<file path="src/rtl/u8n1_pkg.sv">
// ---------------------------------------------------------------------------
// u8n1_pkg
// Shared types and constants of the 8N1 UART transceiver core.
// ---------------------------------------------------------------------------
`default_nettype none

package u8n1_pkg;

  localparam int unsigned DATA_BITS_DEFAULT = 8;
  localparam int unsigned TPB_W             = 16;
  localparam int unsigned BYTE_W            = 8;
  localparam int unsigned IN_TDATA_W        = 16;
  localparam int unsigned OUT_TDATA_W       = 16;

  localparam logic [TPB_W-1:0] TICKS_PER_BIT_RESET = 16'd1667;

  typedef enum logic [1:0] {
    TX_IDLE  = 2'd0,
    TX_START = 2'd1,
    TX_DATA  = 2'd2,
    TX_STOP  = 2'd3
  } tx_phase_t;

  typedef enum logic [1:0] {
    RX_WAIT_HIGH = 2'd0,
    RX_WAIT_EDGE = 2'd1,
    RX_FIRST     = 2'd2,
    RX_BITS      = 2'd3
  } rx_phase_t;

  typedef struct packed {
    logic line;
    logic busy;
  } tx_out_t;

  typedef struct packed {
    logic              valid;
    logic [BYTE_W-1:0] data;
  } rx_out_t;

endpackage

`default_nettype wire

</file>
<file path="src/rtl/uart_8n1_transceiver_core.sv">
// ---------------------------------------------------------------------------
// uart_8n1_transceiver_core
// 8N1 UART transmitter and receiver; each input transaction is one line tick.
//
//   channel | direction | tdata fields (low bit up)
//   in_     | slave     | rx_line[0], tx_start[1], tx_byte[9:2]
//   out_    | master    | tx_line[0], tx_busy[1], rx_valid[2], rx_byte[10:3]
//   cfg_    | write     | ticks_per_bit[15:0]
//
// One transaction per cycle while out_tready is high; its result is in the
// output register on the next cycle. Transmit and receive state advance
// only on accepted input. A held result does not block input while
// out_tready is high. Reset is synchronous; ticks_per_bit resets to 1667.
// ---------------------------------------------------------------------------
`default_nettype none

module uart_8n1_transceiver_core #(
  parameter int unsigned DATA_BITS = u8n1_pkg::DATA_BITS_DEFAULT
) (
  input  wire logic                                clk,
  input  wire logic                                rst_n,
  input  wire logic                                in_tvalid,
  output logic                                     in_tready,
  // rx_line[0], tx_start[1], tx_byte[9:2], zero fill
  input  wire logic [u8n1_pkg::IN_TDATA_W-1:0]     in_tdata,
  output logic                                     out_tvalid,
  input  wire logic                                out_tready,
  // tx_line[0], tx_busy[1], rx_valid[2], rx_byte[10:3], zero fill
  output logic [u8n1_pkg::OUT_TDATA_W-1:0]         out_tdata,
  input  wire logic                                cfg_wr_en,
  input  wire logic [u8n1_pkg::TPB_W-1:0]          cfg_wr_data
);

  logic [u8n1_pkg::TPB_W-1:0]       tpb_r;
  logic [u8n1_pkg::TPB_W-1:0]       period;
  logic                             accept;
  logic                             out_valid_r;
  logic [u8n1_pkg::OUT_TDATA_W-1:0] out_data_r, out_data_nxt;
  u8n1_pkg::tx_out_t                tx_res;
  u8n1_pkg::rx_out_t                rx_res;

  assign in_tready = !out_valid_r || out_tready;
  assign accept    = in_tvalid && in_tready;
  assign period    = (tpb_r == '0) ? u8n1_pkg::TPB_W'(1) : tpb_r;

  always_ff @(posedge clk) begin
    if (!rst_n) begin
      tpb_r <= u8n1_pkg::TICKS_PER_BIT_RESET;
    end else if (cfg_wr_en) begin
      tpb_r <= cfg_wr_data;
    end
  end

  u8n1_tx #(
    .DATA_BITS (DATA_BITS)
  ) u_tx (
    .clk     (clk),
    .rst_n   (rst_n),
    .tick    (accept),
    .period  (period),
    .start   (in_tdata[1]),
    .tx_byte (in_tdata[9:2]),
    .res     (tx_res)
  );

  u8n1_rx #(
    .DATA_BITS (DATA_BITS)
  ) u_rx (
    .clk     (clk),
    .rst_n   (rst_n),
    .tick    (accept),
    .period  (period),
    .rx_line (in_tdata[0]),
    .res     (rx_res)
  );

  assign out_data_nxt = {5'b00000, rx_res.data, rx_res.valid, tx_res.busy, tx_res.line};

  always_ff @(posedge clk) begin
    if (!rst_n) begin
      out_valid_r <= 1'b0;
    end else if (accept) begin
      out_valid_r <= 1'b1;
    end else if (out_tready) begin
      out_valid_r <= 1'b0;
    end
  end

  always_ff @(posedge clk) begin
    if (accept) begin
      out_data_r <= out_data_nxt;
    end
  end

  assign out_tvalid = out_valid_r;
  assign out_tdata  = out_data_r;

endmodule

`default_nettype wire

</file>
<file path="src/rtl/u8n1_tx.sv">
// ---------------------------------------------------------------------------
// u8n1_tx
// Transmitter: start bit, data bits LSB first, stop bit; one tick per enable.
// ---------------------------------------------------------------------------
`default_nettype none

module u8n1_tx #(
  parameter int unsigned DATA_BITS = u8n1_pkg::DATA_BITS_DEFAULT
) (
  input  wire logic                        clk,
  input  wire logic                        rst_n,
  input  wire logic                        tick,
  input  wire logic [u8n1_pkg::TPB_W-1:0]  period,
  input  wire logic                        start,
  input  wire logic [u8n1_pkg::BYTE_W-1:0] tx_byte,
  output u8n1_pkg::tx_out_t                res
);

  localparam int unsigned CNT_W = $clog2(DATA_BITS + 1);

  u8n1_pkg::tx_phase_t              phase_r, phase_nxt, phase_l;
  logic [u8n1_pkg::BYTE_W-1:0]      shift_r, shift_nxt, shift_l;
  logic [CNT_W-1:0]                 count_r, count_nxt, count_l, count_inc;
  logic [u8n1_pkg::TPB_W-1:0]       timer_r, timer_nxt, timer_l, timer_inc;
  logic                             load;
  logic                             expire;

  always_comb begin
    load      = (phase_r == u8n1_pkg::TX_IDLE) && start;
    phase_l   = load ? u8n1_pkg::TX_START : phase_r;
    shift_l   = load ? tx_byte : shift_r;
    count_l   = load ? '0 : count_r;
    timer_l   = load ? '0 : timer_r;
    timer_inc = timer_l + 1'b1;
    count_inc = count_l + 1'b1;
    expire    = (timer_inc >= period) || (timer_inc == '0);

    phase_nxt = phase_l;
    shift_nxt = shift_l;
    count_nxt = count_l;
    timer_nxt = timer_l;
    res.line  = 1'b1;
    res.busy  = 1'b0;

    if (phase_l != u8n1_pkg::TX_IDLE) begin
      res.busy  = 1'b1;
      timer_nxt = expire ? '0 : timer_inc;
      case (phase_l)
        u8n1_pkg::TX_START: begin
          res.line = 1'b0;
          if (expire) begin
            phase_nxt = u8n1_pkg::TX_DATA;
            count_nxt = '0;
          end
        end
        u8n1_pkg::TX_DATA: begin
          res.line = shift_l[0];
          if (expire) begin
            shift_nxt = shift_l >> 1;
            count_nxt = count_inc;
            if (count_inc >= CNT_W'(DATA_BITS)) begin
              phase_nxt = u8n1_pkg::TX_STOP;
            end
          end
        end
        default: begin
          res.line = 1'b1;
          if (expire) begin
            phase_nxt = u8n1_pkg::TX_IDLE;
          end
        end
      endcase
    end
  end

  always_ff @(posedge clk) begin
    if (!rst_n) begin
      phase_r <= u8n1_pkg::TX_IDLE;
      shift_r <= '0;
      count_r <= '0;
      timer_r <= '0;
    end else if (tick) begin
      phase_r <= phase_nxt;
      shift_r <= shift_nxt;
      count_r <= count_nxt;
      timer_r <= timer_nxt;
    end
  end

endmodule

`default_nettype wire

</file>
<file path="src/rtl/u8n1_rx.sv">
// ---------------------------------------------------------------------------
// u8n1_rx
// Receiver: edge detect, 1.5 bit wait, mid-bit sampling LSB first.
// ---------------------------------------------------------------------------
`default_nettype none

module u8n1_rx #(
  parameter int unsigned DATA_BITS = u8n1_pkg::DATA_BITS_DEFAULT
) (
  input  wire logic                       clk,
  input  wire logic                       rst_n,
  input  wire logic                       tick,
  input  wire logic [u8n1_pkg::TPB_W-1:0] period,
  input  wire logic                       rx_line,
  output u8n1_pkg::rx_out_t               res
);

  localparam int unsigned CNT_W   = $clog2(DATA_BITS + 1);
  localparam int unsigned TIMER_W = u8n1_pkg::TPB_W + 1;

  u8n1_pkg::rx_phase_t          phase_r, phase_nxt;
  logic [u8n1_pkg::BYTE_W-1:0]  shift_r, shift_nxt;
  logic [CNT_W-1:0]             count_r, count_nxt;
  logic [TIMER_W-1:0]           timer_r, timer_nxt, timer_inc, first_thr, bit_thr;
  logic                         take;

  always_comb begin
    timer_inc = timer_r + 1'b1;
    bit_thr   = {1'b0, period};
    first_thr = {1'b0, period} + {2'b00, period[u8n1_pkg::TPB_W-1:1]};

    phase_nxt = phase_r;
    shift_nxt = shift_r;
    count_nxt = count_r;
    timer_nxt = timer_r;
    take      = 1'b0;
    res.valid = 1'b0;

    case (phase_r)
      u8n1_pkg::RX_WAIT_HIGH: begin
        if (rx_line) begin
          phase_nxt = u8n1_pkg::RX_WAIT_EDGE;
        end
      end
      u8n1_pkg::RX_WAIT_EDGE: begin
        if (!rx_line) begin
          phase_nxt = u8n1_pkg::RX_FIRST;
          timer_nxt = '0;
          shift_nxt = '0;
          count_nxt = '0;
        end
      end
      u8n1_pkg::RX_FIRST: begin
        timer_nxt = timer_inc;
        if (timer_inc >= first_thr) begin
          timer_nxt = '0;
          take      = 1'b1;
          phase_nxt = u8n1_pkg::RX_BITS;
        end
      end
      default: begin
        timer_nxt = timer_inc;
        if (timer_inc >= bit_thr) begin
          timer_nxt = '0;
          take      = 1'b1;
        end
      end
    endcase

    if (take) begin
      if ((32'(count_r) < u8n1_pkg::BYTE_W) && rx_line) begin
        shift_nxt[count_r[2:0]] = 1'b1;
      end
      count_nxt = count_r + 1'b1;
    end

    if ((phase_nxt == u8n1_pkg::RX_BITS) && (count_nxt >= CNT_W'(DATA_BITS))) begin
      res.valid = 1'b1;
      phase_nxt = u8n1_pkg::RX_WAIT_HIGH;
      count_nxt = '0;
      timer_nxt = '0;
    end

    res.data = shift_nxt;
  end

  always_ff @(posedge clk) begin
    if (!rst_n) begin
      phase_r <= u8n1_pkg::RX_WAIT_HIGH;
      shift_r <= '0;
      count_r <= '0;
      timer_r <= '0;
    end else if (tick) begin
      phase_r <= phase_nxt;
      shift_r <= shift_nxt;
      count_r <= count_nxt;
      timer_r <= timer_nxt;
    end
  end

endmodule

`default_nettype wire
</file>
<file path="config.mk">
export PLATFORM = sky130hd
export DESIGN_NAME = uart_8n1_transceiver_core
export DESIGN_NICKNAME = d
export VERILOG_FILES = /design/src/rtl/u8n1_pkg.sv /design/src/rtl/uart_8n1_transceiver_core.sv /design/src/rtl/u8n1_tx.sv /design/src/rtl/u8n1_rx.sv
export SDC_FILE = /design/constraint.sdc
export NUM_CORES = 1
export LEC_CHECK = 0
export ABC_AREA = 1
export BUFFER_PORTS_ARGS = -buffer_cell sky130_fd_sc_hd__buf_2
export CAP_MARGIN = 15
export CORE_ASPECT_RATIO = 0.5
export CORE_MARGIN = 2
export CORE_UTILIZATION = 40
export CTS_BUF_LIST = sky130_fd_sc_hd__clkbuf_2 sky130_fd_sc_hd__clkbuf_4 sky130_fd_sc_hd__clkbuf_8
export DETAILED_ROUTE_END_ITERATION = 10
export MAX_ROUTING_LAYER = met4
export SLEW_MARGIN = 20
export SYNTH_ARGS = -nofsm -noshare
export SYNTH_HDL_FRONTEND = slang
export SYNTH_SLANG_ARGS = --single-unit
</file>
<file path="constraint.sdc">
create_clock -name clk -period 5.5 [get_ports clk]
set_input_delay 0.55 -clock clk [delete_from_list [all_inputs] [get_ports clk]]
set_output_delay 0.55 -clock clk [all_outputs]
set_load 0.02 [all_outputs]
</file>
==> Word-level counts from Yosys, hierarchy flattened <==
Cells that the tools add are included.
{ "op_classes": {"n_reduce_logical": 16, "n_bitwise": 1, "addsub": 5, "n_lt_le_gt_ge": 8, "n_eq_ne": 7, "muxes": 48} }
{ "ops": {"columns": ["operator", "n"], "rows": [
  ["two-way mux 17 bit", 4],
  ["two-way mux 16 bit", 4],
  ["two-way mux 8 bit", 8],
  ["one-hot mux 17 bit (3 select lines)", 1],
  ["logical NOT 16 bit", 2],
  ["two-way mux 4 bit", 8],
  ["two-way mux 2 bit", 10],
  ["adder 16 x 15 -> 17 bit", 1],
  ["adder 17 x 1 -> 17 bit, second input constant", 1],
  [">= comparator 17 x 16 -> 1 bit", 1],
  [">= comparator 17 bit", 1],
  ["adder 16 x 1 -> 16 bit, second input constant", 1],
  [">= comparator 16 bit", 1],
  ["adder 4 x 1 -> 4 bit, second input constant", 2],
  [">= comparator 4 bit, second input constant", 2],
  ["OR 8 bit", 1],
  ["one-hot mux 4 bit (2 select lines)", 1],
  ["two-way mux 1 bit", 7],
  ["== test 2 bit, second input constant", 3],
  ["one-hot mux 2 bit (3 select lines)", 1],
  ["logical AND 1 bit", 5],
  ["== test 2 x 1 -> 1 bit, second input constant", 2],
  ["logical NOT 2 bit", 2],
  ["less-than comparator 3 x 4 -> 1 bit, second input constant", 1],
  ["12 further kinds", 15]
]} }
{ "word_totals": {"ff_bits": 89, "output_inout_bits": 18, "elab_cells": 97, "inputBits": 37} }

==> Depth between registers and ports, before layout <==
Gate-level depths: netlist of the first run.
{ "depth": {"depth_word": 11, "mapped_depth": 37, "mapped_depth_nobuf": 36} }

==> By module <==
A second synthesis of the first run with hierarchy kept.
{ "hier_totals": {"hier_cells": 1178, "hier_area_um2": 7717.4} }
{ "by_module_without_submodules": {"columns": ["mod", "seq_area_each_um2", "cells_each", "area_each_um2", "n_inst"], "rows": [
  ["u8n1_rx", 620.6, 621, 3890.0, 1],
  ["u8n1_tx", 600.6, 433, 2707.6, 1],
  ["uart_8n1_transceiver_core", 670.6, 124, 1119.8, 1]
]} }

==> Worst setup path before layout of the first run <==
Ideal clock, no wire load.
{ "synth_path": {"path_kind": "register to register", "startpoint": "register tpb_r[14] (netlist name)", "endpoint": "register u_rx.timer_r[12]", "arrival_ns": 4.519, "setup_ns": 0.113, "n_path_buf": 1, "stages_incl_launch_ff": 36, "setup_slack_ns": 0.868, "period_less_slack_ns": 4.632, "cell_sequence": "dfxtp_1 > inv_1 > ha_1 > nand3_1 > nor2_1 > nand3_1 > nand2_1 > inv_1 > ha_1 > nand2_1 > o21ai_1 > a21oi_1 > o21ai_0 > a21oi_1 > o21ai_1 > a21boi_0 > o21ai_0 > nand2_1 > nand3b_1 > nand2_1 > ha_1 > nand4_1 > or2_2 > nor2_1 > nand2_1 > nand4_1 > nand2_1 > nand3_1 > nand2_1 > nor2_1 > nand3_4 > nand2_4 > nand2_2 > buf_6 > nor2_1 > nor2_1"} }
{ "synth_via": {"elab_chain_cells": 11, "word_cells_on_any_way": 21} }
{ "synth_lines": {"columns": ["item", "line", "source"], "rows": [
  ["start: declaration", "uart_8n1_transceiver_core.sv:34", "logic [u8n1_pkg::TPB_W-1:0] tpb_r;"],
  ["start signal: assignment", "uart_8n1_transceiver_core.sv:48", "tpb_r <= u8n1_pkg::TICKS_PER_BIT_RESET;"],
  ["start signal: assignment", "uart_8n1_transceiver_core.sv:50", "tpb_r <= cfg_wr_data;"],
  ["logical NOT 16 bit", "uart_8n1_transceiver_core.sv:44", "assign period = (tpb_r == '0) ? u8n1_pkg::TPB_W'(1) : tpb_r;"],
  ["two-way mux 16 bit *", "uart_8n1_transceiver_core.sv:44", null],
  ["adder 16 x 15 -> 17 bit", "u8n1_rx.sv:30", "first_thr = {1'b0, period} + {2'b00, period[u8n1_pkg::TPB_W-1:1]};"],
  [">= comparator 17 bit", "u8n1_rx.sv:55", "if (timer_inc >= first_thr) begin"],
  ["two-way mux 1 bit", "u8n1_rx.sv:55", null],
  ["one-hot mux 1 bit (2 select lines)", "u8n1_rx.sv:39", "case (phase_r)"],
  ["two-way mux 4 bit", "u8n1_rx.sv:70", "if (take) begin"],
  [">= comparator 4 bit", "u8n1_rx.sv:77", "if ((phase_nxt == u8n1_pkg::RX_BITS) && (count_nxt >= CNT_W'(DATA_BITS))) begin"],
  ["logical AND 1 bit", "u8n1_rx.sv:77", null],
  ["!= test 3 x 2 -> 1 bit (no line) / != test 2 x 1 -> 1 bit (equally long branches)", null, null],
  ["AND reduction 3 bit (no line)", null, null],
  ["end signal: assignment", "u8n1_rx.sv:97", "timer_r <= timer_nxt;"],
  ["end: declaration", "u8n1_rx.sv:24", "logic [TIMER_W-1:0] timer_r, timer_nxt, timer_inc, first_thr, bit_thr;"]
]} }
Mark *: on every way between the ends. The rest lies on a longest branch, timed or not.
A chain may end at the register's enable or synchronous reset.

==> Final worst setup path of the first run <==
{ "layout_path": {"startpoint": "register tpb_r[14] (netlist name)", "endpoint": "register u_rx.timer_r[15]"} }
The elaborated chain is that of the path after synthesis.

==> results of run 1 <==
==> flip-flops by register name, indices dropped and copies added, names as in the netlist <==
name and cells:
u_rx.shift_r 8, tpb_r 16, u_tx.shift_r 8, u_tx.count_r 4, u_rx.phase_r 2, out_tvalid 1, u_tx.phase_r 2, u_rx.count_r 4
u_rx.timer_r 17, out_tdata 11, u_tx.timer_r 16
==> placed cells by master (no fill, tap or decap), types with 3 or more instances in the layout <==
master and instances:
inv_1 171, or2_2 3, inv_2 5, o22ai_1 5, clkbuf_8 9, o211ai_1 4
nand3_2 5, buf_2 43, nor2_1 95, xnor2_1 8, o21bai_1 3, nor3_1 9
xor2_1 24, a31oi_1 10, mux2i_1 6, a21oi_1 106, o31ai_1 3, nand2_4 4
conb_1 5, edfxtp_1 11, buf_4 10, dfxtp_1 78, nor2_2 9, o2111ai_1 3
o21ai_1 8, nand2_1 231, nor2_4 7, ha_1 80, o21ai_0 56, o21ai_2 3
nand3_1 75, nand4_1 17, nand2_2 7
==> critical path: cells and delay by family, from the launching register on <==
family                   cells  cell delay, ns
adder cells (fa/ha/maj)      3            0.79
buffers and inverters        3            0.38
XOR/XNOR                     1            0.14
AO/OA/AOI/OAI                4            0.53
AND/OR/NAND/NOR             24            2.78
flip-flops                   1            0.34
==> layer usage <==
layer  up-vias  global-route usage [%]  routed length, µm
met5         -                       -                  0
met4         0                    4.14                167
met3        15                    3.39                669
met2        94                    31.9               8210
met1      3211                    27.2               9300
li1       3645                       -                  -
==> area by class of cell <==
type                    instances  area, µm²
flip-flops and latches         89       1890
clock inverters                 7       71.3
repair buffers                 54        302
clock buffers                   9        124
well taps                     240        300
multi-input cells             803       4660
fillers                      1893      10200
inverters                     177        664
==> synthesized netlist by cell type (all sizes together) <==
| master | count |
|---|---|
| buf | 18 |
| inv | 176 |
| dfxtp | 78 |
| o31ai | 3 |
| ha | 80 |
| fa | 1 |
| a21oi | 106 |
| conb | 1 |
| nor4 | 1 |
| and2 | 1 |
| clkbuf | 25 |
| or2 | 3 |
| xnor2 | 9 |
| o31a | 1 |
| edfxtp | 11 |
| o21ai | 67 |
| a221oi | 2 |
| o22ai | 5 |
| nand2 | 244 |
| nand3 | 81 |
| nand4 | 17 |
| a31oi | 10 |
| o21a | 1 |
| nand3b | 2 |
| a211oi | 1 |
| o211ai | 4 |
| xor2 | 24 |
| mux2i | 6 |
| a21boi | 1 |
| o21bai | 3 |
| nor2 | 111 |
| nor3 | 9 |
| o2111ai | 3 |
| a21o | 2 |
| clkinv | 1 |
==> where the power goes <==
| part | total (mW) | internal, mW | switching (mW) |
|---|---|---|---|
| Combinational | 0.589 | 0.205 | 0.385 |
| Clock | 0.475 | 0.178 | 0.297 |
| Sequential | 0.737 | 0.705 | 0.0320 |
| Total | 1.80 | 1.09 | 0.714 |
==> per-stage QoR <==
step | hold WS, ns | TNS (ns) | cells | total power [mW] | util [%]
final | 0.367 | 0 | 1379 | 1.80 | 44.0
after global routing | 0.381 | -0.0353 | 1379 | 1.94 | 44.0
after CTS | 0.353 | 0 | 1377 | 1.81 | 43.6
after detailed placement | 0.460 | 0 | 1361 | 1.33 | 42.5
after global placement | 0.452 | 0 | 1361 | 1.31 | 42.5
after floorplan | 0.445 | 0 | 1112 | 1.20 | -
==> logic make-up (layout without fill, tap and decap cells) <==
| kind of cell | Yosys count | count (layout) | synth area share, % |
|---|---|---|---|
| AND/OR/NAND/NOR | 469 | 469 | 28.3 |
| buffers and inverters | 220 | 247 | 12.1 |
| AO/OA/AOI/OAI | 209 | 209 | 15.2 |
| flip-flops | 89 | 89 | 25.6 |
| adder cells (fa/ha/maj) | 81 | 81 | 13.8 |
| XOR/XNOR | 33 | 33 | 4.02 |
| multiplexers | 6 | 6 | 0.814 |
| other | 1 | 5 | 0.0508 |
==> worst min-delay path by stage <==
stage	endpoint	slack (ns)	cells past startpoint
after floorplan	u_tx.shift_r[0]	0.45	2
after global placement	u_tx.shift_r[2]	0.45	2
after detailed placement	u_tx.count_r[2]	0.46	2
after CTS	tpb_r[1]	0.35	3
after global routing	tpb_r[7]	0.38	3
final	tpb_r[1]	0.37	3
==> timing repair <==
action	4_1_cts	5_1_grt
endpoints found under the setup margin	7	40
gates resized for setup	1	16
pin swaps	0	2
buffers inserted	0	2
==> results.sh, run 1 <==
export IMPL_syn_inst=1108
export IMPL_maxCapViolCount=0
export IMPL_drc=0
export IMPL_finalCriticalPeriod_ns=5.05
export IMPL_final_layout_size_suffix_gt1_share_pct=10.3
export IMPL_crit_top_cell="nand2_1"
export IMPL_final_area_um2=8010
export IMPL_ys_seq_elements=89
export IMPL_cts_made_buffers=9
export IMPL_finClkSkew_ns=0.0150
export IMPL_ctsHoldBuffers=0
export IMPL_hpwl_mm=13.8
export IMPL_syn_to_final_growth_pct=8.61
export IMPL_dpl_cell_area_um2=7750
export IMPL_grt_first_pass_wirelength_mm=30.9
export IMPL_vias_per_cell=5.05
export IMPL_fin_ws_ns=0.447
export IMPL_ys_seq_area_share_pct=25.6
export IMPL_routed_wl_mm=18.4
export IMPL_grt_ovfl_total=0
export IMPL_cp_end_kind="register"
export IMPL_grtUsageTotal_pct=20.1
export IMPL_synthTopCellsByArea="dfxtp_1, ha_1, nand2_1"
export IMPL_hold_class="in -> reg"
export IMPL_leakage_nw=4.05
export IMPL_startpoint="tpb_r[14]"
export IMPL_antenna_diode_count=0
export IMPL_maxSlewHeadroom_pct=33.6
export IMPL_worst_slew_pin_slew_ns=0.993
export IMPL_fp_row_count=35
export IMPL_start_kind="register"
export IMPL_cpMaxStageDelayCell="dfxtp_1"
export IMPL_via_count=6965
export IMPL_timing_fmax_mhz=198
export IMPL_io_buffers=43
export IMPL_r2r_slack_ns=0.45
export IMPL_first_global_vias=6451
export IMPL_worstHoldStart="cfg_wr_data[1]"
export IMPL_cts_num_sinks=89
export IMPL_ctsHtreeMaxLevel=3
export IMPL_reg2reg_from="tpb_r[14]"
export IMPL_clkTransAtPathRegs_ns=0.10
export IMPL_ff2ff_path_depth=35
export IMPL_yosysTopAreaCell="dfxtp_1"
export IMPL_clkLatencyLatePin_ns=0.40
export IMPL_avgRoutedWirePerCell_um=13.3
export IMPL_start_util_pct=40.5
export IMPL_antenna_found_initial=0
export IMPL_grt_max_degree=43
export IMPL_ir_drop_mv=0.108
export IMPL_ys_warn_count=0
export IMPL_fin_crit_sh_pct=91.9
export IMPL_worstPathArrival_ns=5.38
export IMPL_power_density_nw_per_um2=225
export IMPL_crit_type="reg -> reg"
export IMPL_rr_endpoint="u_rx.timer_r[15]"
export IMPL_max_stage_delay_ns=0.34
export IMPL_max_clock_path_buffers=2
export IMPL_post_place_ws_ns=0.0113
export IMPL_synth_top_area_share_pct=21.2
export IMPL_setup_viol=0
export IMPL_hold_viol_final=0
export IMPL_syn_area_um2=7380
export IMPL_die_y_um=100
export IMPL_ant_nets=0
export IMPL_synthDistinctLibCells=47
export IMPL_nNetsFinal=1252
export IMPL_dieWidth_um=196
export IMPL_die_area_um2=19600
export IMPL_cts_tree="built"
export IMPL_gp_congestion=0.889
export IMPL_path_max_fanout=22
export IMPL_outcome="finished clean"
export IMPL_core_um2=18200
export IMPL_drtPass1Iterations=5
export IMPL_worstSetupEndpoint="u_rx.timer_r[15]"
export IMPL_io_pins=55
export IMPL_finalMaxSlewViolations=0
export IMPL_postSynthAreaPerCell_um2=6.66
export IMPL_worstPathRequired_ns=5.83
export IMPL_cts_root_buf="clkbuf_8"
export IMPL_first_iter_violations=388
Power figures use the tool's default switching activity.
==> inputs of run 2 (changes only) <==
- CELL_PAD_IN_SITES_DETAIL_PLACEMENT: not set -> 1
- CELL_PAD_IN_SITES_GLOBAL_PLACEMENT: not set -> 2
- CORE_UTILIZATION: 40 -> 35
- PLACE_DENSITY_LB_ADDON: not set -> 0.1
==> run 2 against run 1 <==
Against the previous run: via count up 2.1%; worst hold slack worse by 0.020 ns; non-clock buffer count up 10; wire length up 19%; setup slack worse by 0.026 ns; largest cell class unchanged; largest power group unchanged.
==> results.sh, run 2 (same netlist as run 1, synthesis figures left out) <==
export IMPL_hold_class="in -> reg"
export IMPL_wl_met2_mm=9.45
export IMPL_wl_met3_um=623
export IMPL_maxSlewHeadroom_pct=27.1
export IMPL_grt_first_pass_wirelength_mm=36.5
export IMPL_finClkSkew_ns=0.0163
export IMPL_cts_num_sinks=89
export IMPL_hold_viol_final=0
export IMPL_via_count=7109
export IMPL_fin_crit_sh_pct=92.3
export IMPL_grt_ovfl_total=0
export IMPL_fp_row_count=37
export IMPL_finalMaxSlewViolations=0
export IMPL_antenna_found_initial=0
export IMPL_cp_end_kind="register"
export IMPL_fillers=2711
export IMPL_regArea_um2=1890
export IMPL_core_um2=20600
export IMPL_nNetsFinal=1262
export IMPL_top_layer_used="met4"
export IMPL_cts_tree="built"
export IMPL_clkTransAtPathRegs_ns=0.10
export IMPL_ff2ff_path_depth=35
export IMPL_final_common_cell="nand2_1"
export IMPL_met1_length_mm=11.6
export IMPL_drtPass1Iterations=4
export IMPL_grt_max_degree=43
export IMPL_total_power_mw=1.83
export IMPL_io_pins=55
export IMPL_io_buffers=43
export IMPL_largest_reg_flops=17
export IMPL_multi_input_area_um2=4680
export IMPL_clkLatencyLatePin_ns=0.42
export IMPL_worstPathRequired_ns=5.82
export IMPL_maxCapViolCount=0
export IMPL_ctsHtreeMaxLevel=3
export IMPL_die_area_um2=22300
export IMPL_hold_path_depth=3
export IMPL_routed_wl_mm=21.9
export IMPL_timing_fmax_mhz=197
export IMPL_crit_top_cell="nand2_1"
export IMPL_first_global_vias=7269
export IMPL_syn_to_final_growth_pct=10.3
export IMPL_final_layout_size_suffix_gt1_share_pct=11.5
export IMPL_path_max_fanout=14
export IMPL_largestRegisters="u_rx.timer_r: 17 flops, tpb_r: 16 flops, u_tx.timer_r: 16 flops"
export IMPL_antenna_diode_count=0
export IMPL_regMostFlops="u_rx.timer_r"
export IMPL_power_density_nw_per_um2=225
export IMPL_start_kind="register"
export IMPL_hpwl_mm=17.0
export IMPL_dieWidth_um=209
export IMPL_drc=0
export IMPL_crit_type="reg -> reg"
export IMPL_leakage_nw=4.10
export IMPL_first_iter_violations=303
export IMPL_worst_slew_pin_slew_ns=1.09
export IMPL_worstPathArrival_ns=5.39
export IMPL_vias_per_cell=5.00
export IMPL_max_stage_delay_ns=0.34
export IMPL_fin_tns_setup_ns=0
export IMPL_setup_viol=0
export IMPL_cts_made_buffers=9
export IMPL_die_y_um=107
export IMPL_cpMaxStageDelayCell="dfxtp_1"
export IMPL_cts_root_buf="clkbuf_8"
export IMPL_most_common_layout_cells="nand2_1, inv_1, a21oi_1"
export IMPL_ir_drop_mv=0.119
export IMPL_avgRoutedWirePerCell_um=15.4
export IMPL_gp_congestion=0.834
export IMPL_finalCriticalPeriod_ns=5.08
export IMPL_start_util_pct=35.8
export IMPL_grtUsageTotal_pct=21.3
export IMPL_max_clock_path_buffers=2
export IMPL_ant_nets=0
export IMPL_outcome="finished clean"
## run 2: cell count changes in the layout (fill, tap and decap cells not counted), sizes merged
cell / previous run / this run
buf: 54 / 64
clkinv: 2 / 4
clkinvlp: 2 / 0
## run 2: what timing repair did
action                     CTS  global route
gates resized for setup      0            24
setup endpoints to repair    0            39
hold buffers                 0             0
setup buffers                0             3
## run 2: critical path: cells and delay by family, from the launching register on
family / cells / cell delay, ns
AND/OR/NAND/NOR: 22 / 2.52
adder cells (fa/ha/maj): 3 / 0.81
AO/OA/AOI/OAI: 4 / 0.56
flip-flops: 1 / 0.34
buffers and inverters: 5 / 0.62
XOR/XNOR: 1 / 0.14
## run 2: area by class of cell
cell class,count,area share [%]
Tap cell,273,4.20
Multi-Input combinational cell,803,57.5
Inverter,177,8.16
Clock inverter,7,0.722
Timing Repair Buffer,64,4.63
Clock buffer,9,1.52
Sequential cell,89,23.2
## run 2: stage by stage
step / setup slack, ns / instances / utilization [%] / hold WS (ns) / area (µm²)
final: 0.422 / 1422 / 39.5 / 0.347 / 8140
after global routing: -0.000294 / 1422 / 39.5 / 0.348 / 8140
after CTS: 0.00210 / 1419 / 39.0 / 0.308 / 8040
after detailed placement: 0.0472 / 1403 / 38.1 / 0.456 / 7860
after global placement: 0.215 / 1403 / 38.1 / 0.452 / 7860
after floorplan: 0.868 / 1112 / - / 0.445 / 7390
## run 2: report_power, final
group	switching [mW]	internal, mW	total, mW
Sequential	0.0331	0.705	0.738
Combinational	0.409	0.219	0.628
Clock	0.294	0.172	0.466
Total	0.736	1.10	1.83
## run 2: worst paths after layout
kind | slack [ns] | endpoint | from
setup reg to reg | 0.42 | u_rx.timer_r[11] | tpb_r[14]
hold / removal | 0.35 | tpb_r[1] | cfg_wr_data[1]
hold reg to reg | 0.47 | u_tx.shift_r[7] | u_tx.shift_r[7]
setup / recovery | 0.42 | u_rx.timer_r[11] | tpb_r[14]
## run 2: metal layers
| layer | vias to the layer above | GRT usage, % |
|---|---|---|
| met5 | - | - |
| met4 | 0 | 4.39 |
| met3 | 15 | 4.54 |
| met2 | 67 | 33.1 |
| met1 | 3365 | 28.6 |
| li1 | 3662 | - |
